[src/hw/rtl/fpip_pkg.sv]
// shared types and constants for the binary64 integer power block
package fpip_pkg;

	localparam int unsigned EXP_BITS_DEF = 32;

	localparam logic [63:0] FP_ONE       = 64'h3FF0_0000_0000_0000;
	localparam logic [63:0] FP_NAN_DFLT  = 64'hFFF8_0000_0000_0000;
	localparam int unsigned QUIET_BIT    = 51;

	typedef enum logic {
		OP_MUL,
		OP_RECIP
	} fpip_op_t;

	typedef struct packed {
		logic     start;
		fpip_op_t op;
	} fpip_req_t;

endpackage

[src/hw/rtl/fpip_fpu.sv]
// iterative binary64 multiply and reciprocal unit on one 32x32 multiplier
module fpip_fpu
	import fpip_pkg::*;
(
	input  logic        clk,
	input  logic        arst_n,
	input  fpip_req_t   req,
	input  logic [63:0] a,
	input  logic [63:0] b,
	output logic        done,
	output logic [63:0] res
);

	typedef enum logic [2:0] {
		F_IDLE,
		F_MUL,
		F_DIVPRE,
		F_DIV,
		F_NORM,
		F_DENORM,
		F_ROUND
	} fst_t;

	fst_t               st_q;
	logic               done_q;
	logic [63:0]        res_q;
	logic               sign_q;
	logic [52:0]        ma_q;
	logic [52:0]        mb_q;
	logic [105:0]       acc_q;
	logic [63:0]        prod_q;
	logic [53:0]        rem_q;
	logic [5:0]         cnt_q;
	logic signed [13:0] rexp_q;
	logic               stk_q;

	// operand unpack
	logic        a_sign, b_sign;
	logic [10:0] a_exp, b_exp;
	logic [51:0] a_frac, b_frac;
	logic        a_nan, b_nan, a_inf, b_inf, a_zero, b_zero;
	logic [10:0] a_eff, b_eff;

	always_comb begin
		a_sign = a[63];
		b_sign = b[63];
		a_exp  = a[62:52];
		b_exp  = b[62:52];
		a_frac = a[51:0];
		b_frac = b[51:0];
		a_nan  = (a_exp == 11'h7FF) && (a_frac != 52'd0);
		b_nan  = (b_exp == 11'h7FF) && (b_frac != 52'd0);
		a_inf  = (a_exp == 11'h7FF) && (a_frac == 52'd0);
		b_inf  = (b_exp == 11'h7FF) && (b_frac == 52'd0);
		a_zero = (a_exp == 11'd0) && (a_frac == 52'd0);
		b_zero = (b_exp == 11'd0) && (b_frac == 52'd0);
		a_eff  = (a_exp == 11'd0) ? 11'd1 : a_exp;
		b_eff  = (b_exp == 11'd0) ? 11'd1 : b_exp;
	end

	// partial product operand select
	logic [31:0]  mul_x, mul_y;
	logic [5:0]   pcnt;
	logic [105:0] prod_ext, prod_sh;

	always_comb begin
		mul_x    = cnt_q[1] ? {11'd0, ma_q[52:32]} : ma_q[31:0];
		mul_y    = cnt_q[0] ? {11'd0, mb_q[52:32]} : mb_q[31:0];
		pcnt     = cnt_q - 6'd1;
		prod_ext = {42'd0, prod_q};
		case (pcnt[1:0])
			2'd0:    prod_sh = prod_ext;
			2'd1:    prod_sh = prod_ext << 32;
			2'd2:    prod_sh = prod_ext << 32;
			default: prod_sh = prod_ext << 64;
		endcase
	end

	// restoring divide step
	logic        q_bit;
	logic [53:0] rem_sub, rem_next;
	logic [55:0] q_next;

	always_comb begin
		q_bit    = rem_q >= {1'b0, ma_q};
		rem_sub  = q_bit ? (rem_q - {1'b0, ma_q}) : rem_q;
		rem_next = {rem_sub[52:0], 1'b0};
		q_next   = {acc_q[54:0], q_bit};
	end

	// rounding
	logic [10:0] fld_exp;
	logic [62:0] fld;
	logic        g_bit, s_bit, rnd_up;

	always_comb begin
		fld_exp = acc_q[105] ? rexp_q[10:0] : 11'd0;
		fld     = {fld_exp, acc_q[104:53]};
		g_bit   = acc_q[52];
		s_bit   = (acc_q[51:0] != 52'd0) || stk_q;
		rnd_up  = g_bit && (s_bit || acc_q[53]);
	end

	always_ff @(posedge clk or negedge arst_n) begin
		if (!arst_n) begin
			st_q   <= F_IDLE;
			done_q <= 1'b0;
		end else begin
			done_q <= 1'b0;
			case (st_q)
				F_IDLE: begin
					if (req.start) begin
						stk_q <= 1'b0;
						acc_q <= '0;
						cnt_q <= '0;
						if (req.op == OP_MUL) begin
							sign_q <= a_sign ^ b_sign;
							if (a_nan) begin
								res_q  <= a | (64'd1 << QUIET_BIT);
								done_q <= 1'b1;
							end else if (b_nan) begin
								res_q  <= b | (64'd1 << QUIET_BIT);
								done_q <= 1'b1;
							end else if ((a_inf && b_zero) || (a_zero && b_inf)) begin
								res_q  <= FP_NAN_DFLT;
								done_q <= 1'b1;
							end else if (a_inf || b_inf) begin
								res_q  <= {a_sign ^ b_sign, 11'h7FF, 52'd0};
								done_q <= 1'b1;
							end else if (a_zero || b_zero) begin
								res_q  <= {a_sign ^ b_sign, 63'd0};
								done_q <= 1'b1;
							end else begin
								ma_q   <= {(a_exp != 11'd0), a_frac};
								mb_q   <= {(b_exp != 11'd0), b_frac};
								rexp_q <= $signed({3'd0, a_eff}) + $signed({3'd0, b_eff})
									- 14'sd1022;
								st_q   <= F_MUL;
							end
						end else begin
							sign_q <= a_sign;
							if (a_nan) begin
								res_q  <= a | (64'd1 << QUIET_BIT);
								done_q <= 1'b1;
							end else if (a_inf) begin
								res_q  <= {a_sign, 63'd0};
								done_q <= 1'b1;
							end else if (a_zero) begin
								res_q  <= {a_sign, 11'h7FF, 52'd0};
								done_q <= 1'b1;
							end else begin
								ma_q   <= {(a_exp != 11'd0), a_frac};
								rexp_q <= $signed({3'd0, a_eff});
								st_q   <= F_DIVPRE;
							end
						end
					end
				end
				F_MUL: begin
					if (cnt_q != 6'd4) begin
						prod_q <= mul_x * mul_y;
					end
					if (cnt_q != 6'd0) begin
						acc_q <= acc_q + prod_sh;
					end
					cnt_q <= cnt_q + 6'd1;
					if (cnt_q == 6'd4) begin
						st_q <= F_NORM;
					end
				end
				F_DIVPRE: begin
					if (!ma_q[52]) begin
						ma_q   <= {ma_q[51:0], 1'b0};
						rexp_q <= rexp_q - 14'sd1;
					end else begin
						rexp_q <= 14'sd2046 - rexp_q;
						rem_q  <= 54'd1 << 52;
						cnt_q  <= '0;
						st_q   <= F_DIV;
					end
				end
				F_DIV: begin
					rem_q <= rem_next;
					cnt_q <= cnt_q + 6'd1;
					if (cnt_q == 6'd55) begin
						acc_q <= {q_next, 49'd0, (rem_next != 54'd0)};
						st_q  <= F_NORM;
					end else begin
						acc_q <= {50'd0, q_next};
					end
				end
				F_NORM: begin
					if (!acc_q[105] && (rexp_q > 14'sd1)) begin
						acc_q  <= {acc_q[104:0], 1'b0};
						rexp_q <= rexp_q - 14'sd1;
					end else begin
						st_q <= F_DENORM;
					end
				end
				F_DENORM: begin
					if ((rexp_q < 14'sd1) && (acc_q != 106'd0)) begin
						stk_q  <= stk_q | acc_q[0];
						acc_q  <= {1'b0, acc_q[105:1]};
						rexp_q <= rexp_q + 14'sd1;
					end else begin
						st_q <= F_ROUND;
					end
				end
				F_ROUND: begin
					if (acc_q[105] && (rexp_q > 14'sd2046)) begin
						res_q <= {sign_q, 11'h7FF, 52'd0};
					end else begin
						res_q <= {sign_q, fld + {62'd0, rnd_up}};
					end
					done_q <= 1'b1;
					st_q   <= F_IDLE;
				end
				default: begin
					st_q <= F_IDLE;
				end
			endcase
		end
	end

	assign done = done_q;
	assign res  = res_q;

endmodule

[src/hw/rtl/float64_integer_power.sv]
// top level: square-and-multiply sequencer around the shared binary64 unit
// work: up to 60 multiplies for a 32-bit exponent, plus a reciprocal for a
// negative power, one word in flight
// flow: a new word is taken only after the last result is accepted; the shared
// 32x32 multiplier, normalize loop and one-bit-per-cycle divider in fpip_fpu set the pace
// reset: arst_n resets state machines and flags, not data registers; no memory to clear
module float64_integer_power
	import fpip_pkg::*;
#(
	parameter int unsigned EXP_BITS = EXP_BITS_DEF
) (
	input  logic                                  clk,
	input  logic                                  arst_n,
	input  logic                                  s_tvalid,
	output logic                                  s_tready,
	input  logic [((64 + EXP_BITS + 7) / 8) * 8 - 1:0] s_tdata, // base_bits, power
	output logic                                  m_tvalid,
	input  logic                                  m_tready,
	output logic [63:0]                           m_tdata   // result_bits
);

	typedef enum logic [2:0] {
		T_IDLE,
		T_LOOP,
		T_SQ,
		T_MY,
		T_RC,
		T_OUT
	} tst_t;

	tst_t                st_q;
	logic [63:0]         x_q;
	logic [63:0]         y_q;
	logic [EXP_BITS-1:0] n_q;
	logic                neg_q;
	logic [63:0]         out_q;
	fpip_req_t           req_q;
	logic [63:0]         a_q;
	logic [63:0]         b_q;
	logic                fpu_done;
	logic [63:0]         fpu_res;

	logic [63:0]         in_base;
	logic [EXP_BITS-1:0] in_pow;
	logic                in_neg;
	logic [EXP_BITS-1:0] in_mag;

	always_comb begin
		in_base = s_tdata[63:0];
		in_pow  = s_tdata[64 +: EXP_BITS];
		in_neg  = in_pow[EXP_BITS-1];
		in_mag  = in_neg ? (~in_pow + {{(EXP_BITS-1){1'b0}}, 1'b1}) : in_pow;
	end

	fpip_fpu u_fpu (
		.clk    (clk),
		.arst_n (arst_n),
		.req    (req_q),
		.a      (a_q),
		.b      (b_q),
		.done   (fpu_done),
		.res    (fpu_res)
	);

	always_ff @(posedge clk or negedge arst_n) begin
		if (!arst_n) begin
			st_q        <= T_IDLE;
			req_q.start <= 1'b0;
			req_q.op    <= OP_MUL;
		end else begin
			req_q.start <= 1'b0;
			case (st_q)
				T_IDLE: begin
					if (s_tvalid) begin
						x_q   <= in_base;
						y_q   <= in_mag[0] ? in_base : FP_ONE;
						n_q   <= in_mag >> 1;
						neg_q <= in_neg;
						st_q  <= T_LOOP;
					end
				end
				T_LOOP: begin
					if (n_q == '0) begin
						if (neg_q) begin
							req_q.start <= 1'b1;
							req_q.op    <= OP_RECIP;
							a_q         <= y_q;
							b_q         <= y_q;
							st_q        <= T_RC;
						end else begin
							out_q <= y_q;
							st_q  <= T_OUT;
						end
					end else begin
						req_q.start <= 1'b1;
						req_q.op    <= OP_MUL;
						a_q         <= x_q;
						b_q         <= x_q;
						st_q        <= T_SQ;
					end
				end
				T_SQ: begin
					if (fpu_done) begin
						x_q <= fpu_res;
						if (n_q[0]) begin
							req_q.start <= 1'b1;
							req_q.op    <= OP_MUL;
							a_q         <= y_q;
							b_q         <= fpu_res;
							st_q        <= T_MY;
						end else begin
							n_q  <= n_q >> 1;
							st_q <= T_LOOP;
						end
					end
				end
				T_MY: begin
					if (fpu_done) begin
						y_q  <= fpu_res;
						n_q  <= n_q >> 1;
						st_q <= T_LOOP;
					end
				end
				T_RC: begin
					if (fpu_done) begin
						out_q <= fpu_res;
						st_q  <= T_OUT;
					end
				end
				T_OUT: begin
					if (m_tready) begin
						st_q <= T_IDLE;
					end
				end
				default: begin
					st_q <= T_IDLE;
				end
			endcase
		end
	end

	assign s_tready = (st_q == T_IDLE);
	assign m_tvalid = (st_q == T_OUT);
	assign m_tdata  = out_q;

	a_out_not_ready: assert property (@(posedge clk) disable iff (!arst_n)
		m_tvalid |-> !s_tready)
		else $error("input taken while a result waits");

	a_done_when_waiting: assert property (@(posedge clk) disable iff (!arst_n)
		fpu_done |-> (st_q == T_SQ || st_q == T_MY || st_q == T_RC))
		else $error("unit finished with no operation pending");

	a_busy_after_accept: assert property (@(posedge clk) disable iff (!arst_n)
		(s_tvalid && s_tready) |=> (!s_tready && !m_tvalid))
		else $error("sequencer did not start after accept");

	a_start_from_loop: assert property (@(posedge clk) disable iff (!arst_n)
		req_q.start |-> (st_q == T_SQ || st_q == T_MY || st_q == T_RC))
		else $error("unit started outside a wait state");

endmodule
[config.mk]
export PLATFORM = sky130hd
export DESIGN_NAME = float64_integer_power
export DESIGN_NICKNAME = d
export VERILOG_FILES = /design/src/hw/rtl/fpip_pkg.sv /design/src/hw/rtl/fpip_fpu.sv /design/src/hw/rtl/float64_integer_power.sv
export SDC_FILE = /design/constraint.sdc
export NUM_CORES = 2
export LEC_CHECK = 0
export BUFFER_PORTS_ARGS = -buffer_cell sky130_fd_sc_hd__buf_4
export CAP_MARGIN = 5
export CORE_UTILIZATION = 55
export CTS_CLUSTER_SIZE = 30
export DETAILED_ROUTE_END_ITERATION = 16
export HOLD_SLACK_MARGIN = 0.08
export MAX_ROUTING_LAYER = met4
export PLACE_DENSITY = 0.71
export SLEW_MARGIN = 15
export SYNTH_ARGS = -nofsm -noshare
export SYNTH_HDL_FRONTEND = slang
export SYNTH_HIERARCHICAL = 1
export SYNTH_SLANG_ARGS = --single-unit
[constraint.sdc]
create_clock -name clk -period 22.1 [get_ports clk]
set_input_delay 2.21 -clock clk [delete_from_list [all_inputs] [get_ports clk]]
set_output_delay 2.21 -clock clk [all_outputs]
set_load 0.005 [all_outputs]
### Yosys cells after proc, flatten, opt, wreduce, memory -nomap -nowiden

Cells that the tools add are included.

| storage, ports and cells | value |
|---|---|
| output and inout bits | 66 |
| logic and storage cells | 289 |
| register bits after elaboration | 778 |

| cells by class | value |
|---|---|
| muxes and demuxes | 124 |
| reduce and logical (&&, ||, !) cells | 69 |
| order comparisons | 4 |
| equal/unequal tests | 47 |
| multipliers | 1 |
| add/subtract/negate cells | 11 |
| bitwise logic cells | 9 |

Operators by type and width:

| cell | count |
|---|---|
| 64-bit 2-to-1 mux | 22 |
| 64-bit one-hot mux with 2 select lines | 6 |
| 53-bit 2-to-1 mux | 12 |
| 106-bit 2-to-1 mux | 5 |
| 106-bit one-hot mux with 5 select lines | 1 |
| 32-bit 2-to-1 mux | 7 |
| 106-bit one-hot mux with 2 select lines | 1 |
| 14-bit 2-to-1 mux | 13 |
| 52-bit nonzero test | 3 |
| 54-bit one-hot mux with 2 select lines | 1 |
| 106-bit adder | 1 |
| 53-bit one-hot mux with 2 select lines | 1 |
| 106-bit nonzero test | 1 |
| 52-bit logical NOT | 2 |
| 32-bit one-hot mux with 3 select lines | 1 |
| 32-bit by 32-bit multiplier with 64-bit output | 1 |
| 63-bit by 1-bit adder with 63-bit output | 1 |
| 3-bit 2-to-1 mux | 21 |
| 63-bit 2-to-1 mux | 1 |
| 14-bit one-hot mux with 4 select lines | 1 |
| 54-bit by 53-bit >= comparator with 1-bit output | 1 |
| 54-bit 2-to-1 mux | 1 |
| 54-bit nonzero test | 1 |
| 53-bit subtractor | 1 |
| 60 further kinds | 159 |

### Depth between registers and ports, before layout

| logic depth | value |
|---|---|
| word-level depth | 12 |
| mapped depth | 36 |

### Modules after synthesis

The synthesis kept the hierarchy.

By module, submodules not included:

| module | area each (µm²) | instances | cells an instance |
|---|---|---|---|
| fpip_fpu | 64,607.0 | 1 | 7,260 |
| float64_integer_power | 16,276.9 | 1 | 1,288 |

### Least setup slack after synthesis

Ideal clock, no wire load.

| timing path | value |
|---|---|
| path kind | reg-to-reg |
| start point | reg u_fpu.cnt_q[0] |
| end point | reg u_fpu.prod_q[63], data pin |
| cell stages (with the launch flop) | 34 |
| library setup time | 0.260 ns |
| data arrival time | 8.988 ns |
| clock period less this slack | 9.248 ns |
| path slack | 12.852 ns |
| cell sequence | edfxtp_1 > clkbuf_1 > buf_1 > mux2i_1 > clkbuf_1 > nor2_1 > fa_1 > fa_1 > fa_1 > inv_1 > fa_1 > inv_1 > fa_1 > inv_1 > fa_1 > inv_1 > fa_1 > inv_1 > fa_1 > inv_1 > ha_1 > a21o_1 > a211oi_1 > nand2_1 > a2111oi_2 > nor3_1 > or3_1 > a21oi_1 > a21oi_1 > a211oi_1 > nor3_1 > o21a_1 > nor2_1 > xnor2_1 |

| on the way | value |
|---|---|
| longest elaborated chain between the ends | 2 |

Ends and longest elaborated chain:

| item | line | source |
|---|---|---|
| start, declared | fpip_fpu.sv:33 | `logic [5:0] cnt_q;` |
| start signal, assigned | fpip_fpu.sv:166 | `cnt_q <= cnt_q + 6'd1;` |
| start signal, assigned | fpip_fpu.sv:184 | `cnt_q <= cnt_q + 6'd1;` |
| 32-bit 2-to-1 mux | fpip_fpu.sv:68 | `mul_y = cnt_q[0] ? {11'd0, mb_q[52:32]} : mb_q[31:0];` |
| 32-bit by 32-bit multiplier with 64-bit output | fpip_fpu.sv:161 | `prod_q <= mul_x * mul_y;` |
| end signal, assigned | fpip_fpu.sv:161 |  |
| end, declared | fpip_fpu.sv:31 | `logic [63:0] prod_q;` |

Every way passes these cells.
A chain may end at the register's enable or synchronous reset.

### Final worst setup path

| timing path | value |
|---|---|
| start point | reg u_fpu.cnt_q[0] |
| end point | reg u_fpu.prod_q[59], data pin |

The elaborated chain is that of the path after synthesis.

==> run metrics <==
Post-Syn Instances 8548; Placement Setup Slack 11740 ps; Die Wd 385 microns; Period minus WS final 10550 ps; initial antenna violation count 18; critical setup path kind reg2reg; via/cell ratio 6.43; status finished, final reports clean; Worst setup SP type flop; drt pass-1 iters 8; post_cts resized 0; worst slew pin tran 1320 ps; Placer Congestion 1.05; crit path capture type flop; number of synthesis warnings 6; asr flop ratio synth 1.16%; Root Driver clkbuf_16; CP max stage delay 810 ps; total gr overflow 0; slowest CP cell edfxtp_1; Leak 0.0375 uW; Longest Clk Path Bufs 3; area of the multi-input gates 52300 sq um; syn nets 9998; Worst R2R Setup Slack 11550 ps; Setup Fix Bufs, Post-CTS 0; flops & latches, synth 776; Detailed Route WL 297000 microns; Cell Area, Placed 84200 sq um; cts bufs inserted 87; crit path DAT 10950 ps; vias post-DR 67351; Hold WC Path Type reg2reg; sequential share of the synthesized area 28.8%; Worst-path clk slew 60 ps; Final Cycle Share 47.7%; post-route ant nets 0; EDFF count, synth 767; Power per Cell Area 36.0 nW/um^2; synthesized area 80900 sq um; initial core utilization 55.5%; RSZ-0062 raised after global routing no; Critical Path RT 22510 ps; P&R area growth vs syn 7.77%; fillers 12443; Nets 9919; Pins Over Slew Limit 0; core area 146000 sq um; maximum vdd drop 0.0707 mV; Clock Skew 68.8 ps; gr usage total 41.0%; DP Wirelength 226000 microns; Hold Vio Cnt, Final 0; register area 23300 sq um; IO Port Bufs 165; post-layout util 59.8%; Post-Syn Area per Cell 9.46 sq um; crit-path most repeated cell fa_1; die area 149000 sq um; Netlist cell types 113; row count 140; Setup-failing EPs final 0; worst-path fanout max 42; layout cells sized above 1 8.91%; worst rel slew slack 11.6%; IO Count 166; total power 3140 uW; ys flop type edfxtp_1; vias in the first global route 65966; Die Y 385 microns; fmax 0.0948 GHz; Wirelength per Cell 28.3 microns; design area 87200 sq um; Post-Route Setup TNS 0 ps; Worst-Skew Late Latency 740 ps; first-pass GRT wire length 434000 microns; H-tree depth 3; # clock sinks 776; CTS tree done; DRT iter0 DRCs 9205; CTS Hold Buffers Added 0; largest net degree at the start of global routing 99; final worst slack 11550 ps; residual DRC count 0; Max-cap violations 0
-- metrics by stage --
step | hold WS, ps | std cells
finish | 483 | 10472
global route | 493 | 10463
CTS | 486 | 10455
detailed placement | 481 | 10297
global placement | 477 | 10297
floorplan | 428 | 8548
-- cell type report --
class / instances / area share, %
clock inverter: 58 / 0.752
multi-input combinational: 6264 / 60.0
antenna: 17 / 0.0488
tap: 1917 / 2.75
inverter: 1016 / 4.38
sequential: 776 / 26.7
clock buffer: 100 / 2.55
timing repair buffer: 324 / 2.79
-- cell usage after synthesis, types with 10 or more instances --
cell | count | area (sq um)
and2_1 | 72 | 450
o31a_1 | 12 | 105
xor2_1 | 126 | 1100
nand4_1 | 89 | 557
a211oi_1 | 29 | 218
nand2_1 | 1147 | 4310
nand3_1 | 152 | 761
inv_1 | 1016 | 3810
or3_1 | 32 | 200
nor2b_1 | 53 | 332
a21o_1 | 142 | 1070
a21boi_0 | 24 | 180
a221oi_1 | 14 | 123
a211o_1 | 12 | 105
ha_1 | 451 | 5640
or2_2 | 11 | 68.8
mux2i_1 | 155 | 1550
nand2b_1 | 41 | 257
o221ai_1 | 52 | 455
o22ai_1 | 58 | 363
o21bai_1 | 43 | 323
buf_2 | 35 | 175
mux2_2 | 152 | 1710
buf_1 | 39 | 146
o211ai_1 | 16 | 120
a21oi_1 | 330 | 1650
a22oi_1 | 103 | 773
a31oi_1 | 42 | 263
and3_1 | 42 | 263
fa_1 | 899 | 18000
nor3_1 | 76 | 380
o21ai_1 | 28 | 140
o21ai_0 | 326 | 1630
nor4_1 | 96 | 601
xnor2_1 | 185 | 1620
o21a_1 | 25 | 188
a22o_1 | 64 | 561
nor2_1 | 904 | 3390
edfxtp_1 | 767 | 23000
a221o_1 | 11 | 110
clkbuf_1 | 409 | 1540
nor3b_1 | 10 | 75.1
o31ai_1 | 71 | 533
-- cells by family after synthesis --
family,Yosys count,synth area share [%]
adder cells (fa/ha/maj),1350,29.2
XOR/XNOR,311,3.37
flip-flops,776,28.8
multiplexers,307,4.03
buffers and inverters,1508,7.13
AND/OR/NAND/NOR,2793,15.1
AO/OA/AOI/OAI,1503,12.3
-- layout by cell type, fill, tap and decap left out, drive strengths merged, types with 155 or more instances in the layout --
| master | netlist | final |
|---|---|---|
| edfxtp | 767 | 767 |
| nor2 | 907 | 907 |
| a21oi | 332 | 332 |
| ha | 451 | 451 |
| fa | 899 | 899 |
| o21ai | 355 | 355 |
| mux2i | 155 | 155 |
| buf | 78 | 324 |
| xnor2 | 185 | 185 |
| nand2 | 1150 | 1150 |
| inv | 1016 | 1023 |
-- final timing paths --
check	to	cells after the start	start
max in group asynchronous	u_fpu/st_q[0]$_DFFE_PN0P_	1	arst_n
min	u_fpu/mb_q[4]$_DFFE_PP_	0	b_q[4]$_DFFE_PP_
min reg2reg	u_fpu/mb_q[4]$_DFFE_PP_	0	b_q[4]$_DFFE_PP_
max reg2reg	u_fpu/prod_q[59]$_DFFE_PP_	28	u_fpu/cnt_q[0]$_SDFFCE_PN0P_
max	u_fpu/prod_q[59]$_DFFE_PP_	28	u_fpu/cnt_q[0]$_SDFFCE_PN0P_
min in group asynchronous	st_q[1]$_DFFE_PN0P_	1	arst_n
-- critical path: cells and delay by family (launching register included) --
family	cells	cell delay (ps)
AOI/OAI and AO/OA	4	890
xor gates and xnor gates	1	160
adders and majority gates	9	4400
buffers and inverters	4	1180
DFF	1	810
and+or+nand+nor	10	2820
-- registers in the layout, summed over array words and instances (netlist names), 31 cells and up --
signal and flops:
m_tdata 64, x_q 64, u_fpu/prod_q 64, b_q 64, u_fpu/acc_q 106, a_q 64
u_fpu/res 64, n_q 31, u_fpu/ma_q 53, u_fpu/rem_q 53, u_fpu/mb_q 53, y_q 64
-- layer usage --
metal / GRT usage [%] / share of wire [%] / wire, microns
met2: 58.3 / 43 / 127000
met4: 22.3 / 6.4 / 19100
met5: - / 0 / 0
met1: 53.0 / 38 / 112000
met3: 11.3 / 13 / 38400
-- report_power, final --
group	leakage, uW	total, uW	switching [uW]	internal, uW
Clock	0.00139	1490	674	820
Combinational	0.0285	49.5	27.2	22.2
Sequential	0.00765	1600	0	1600
Total	0.0375	3140	701	2440
No activity file was read; power rests on OpenSTA's default activity.
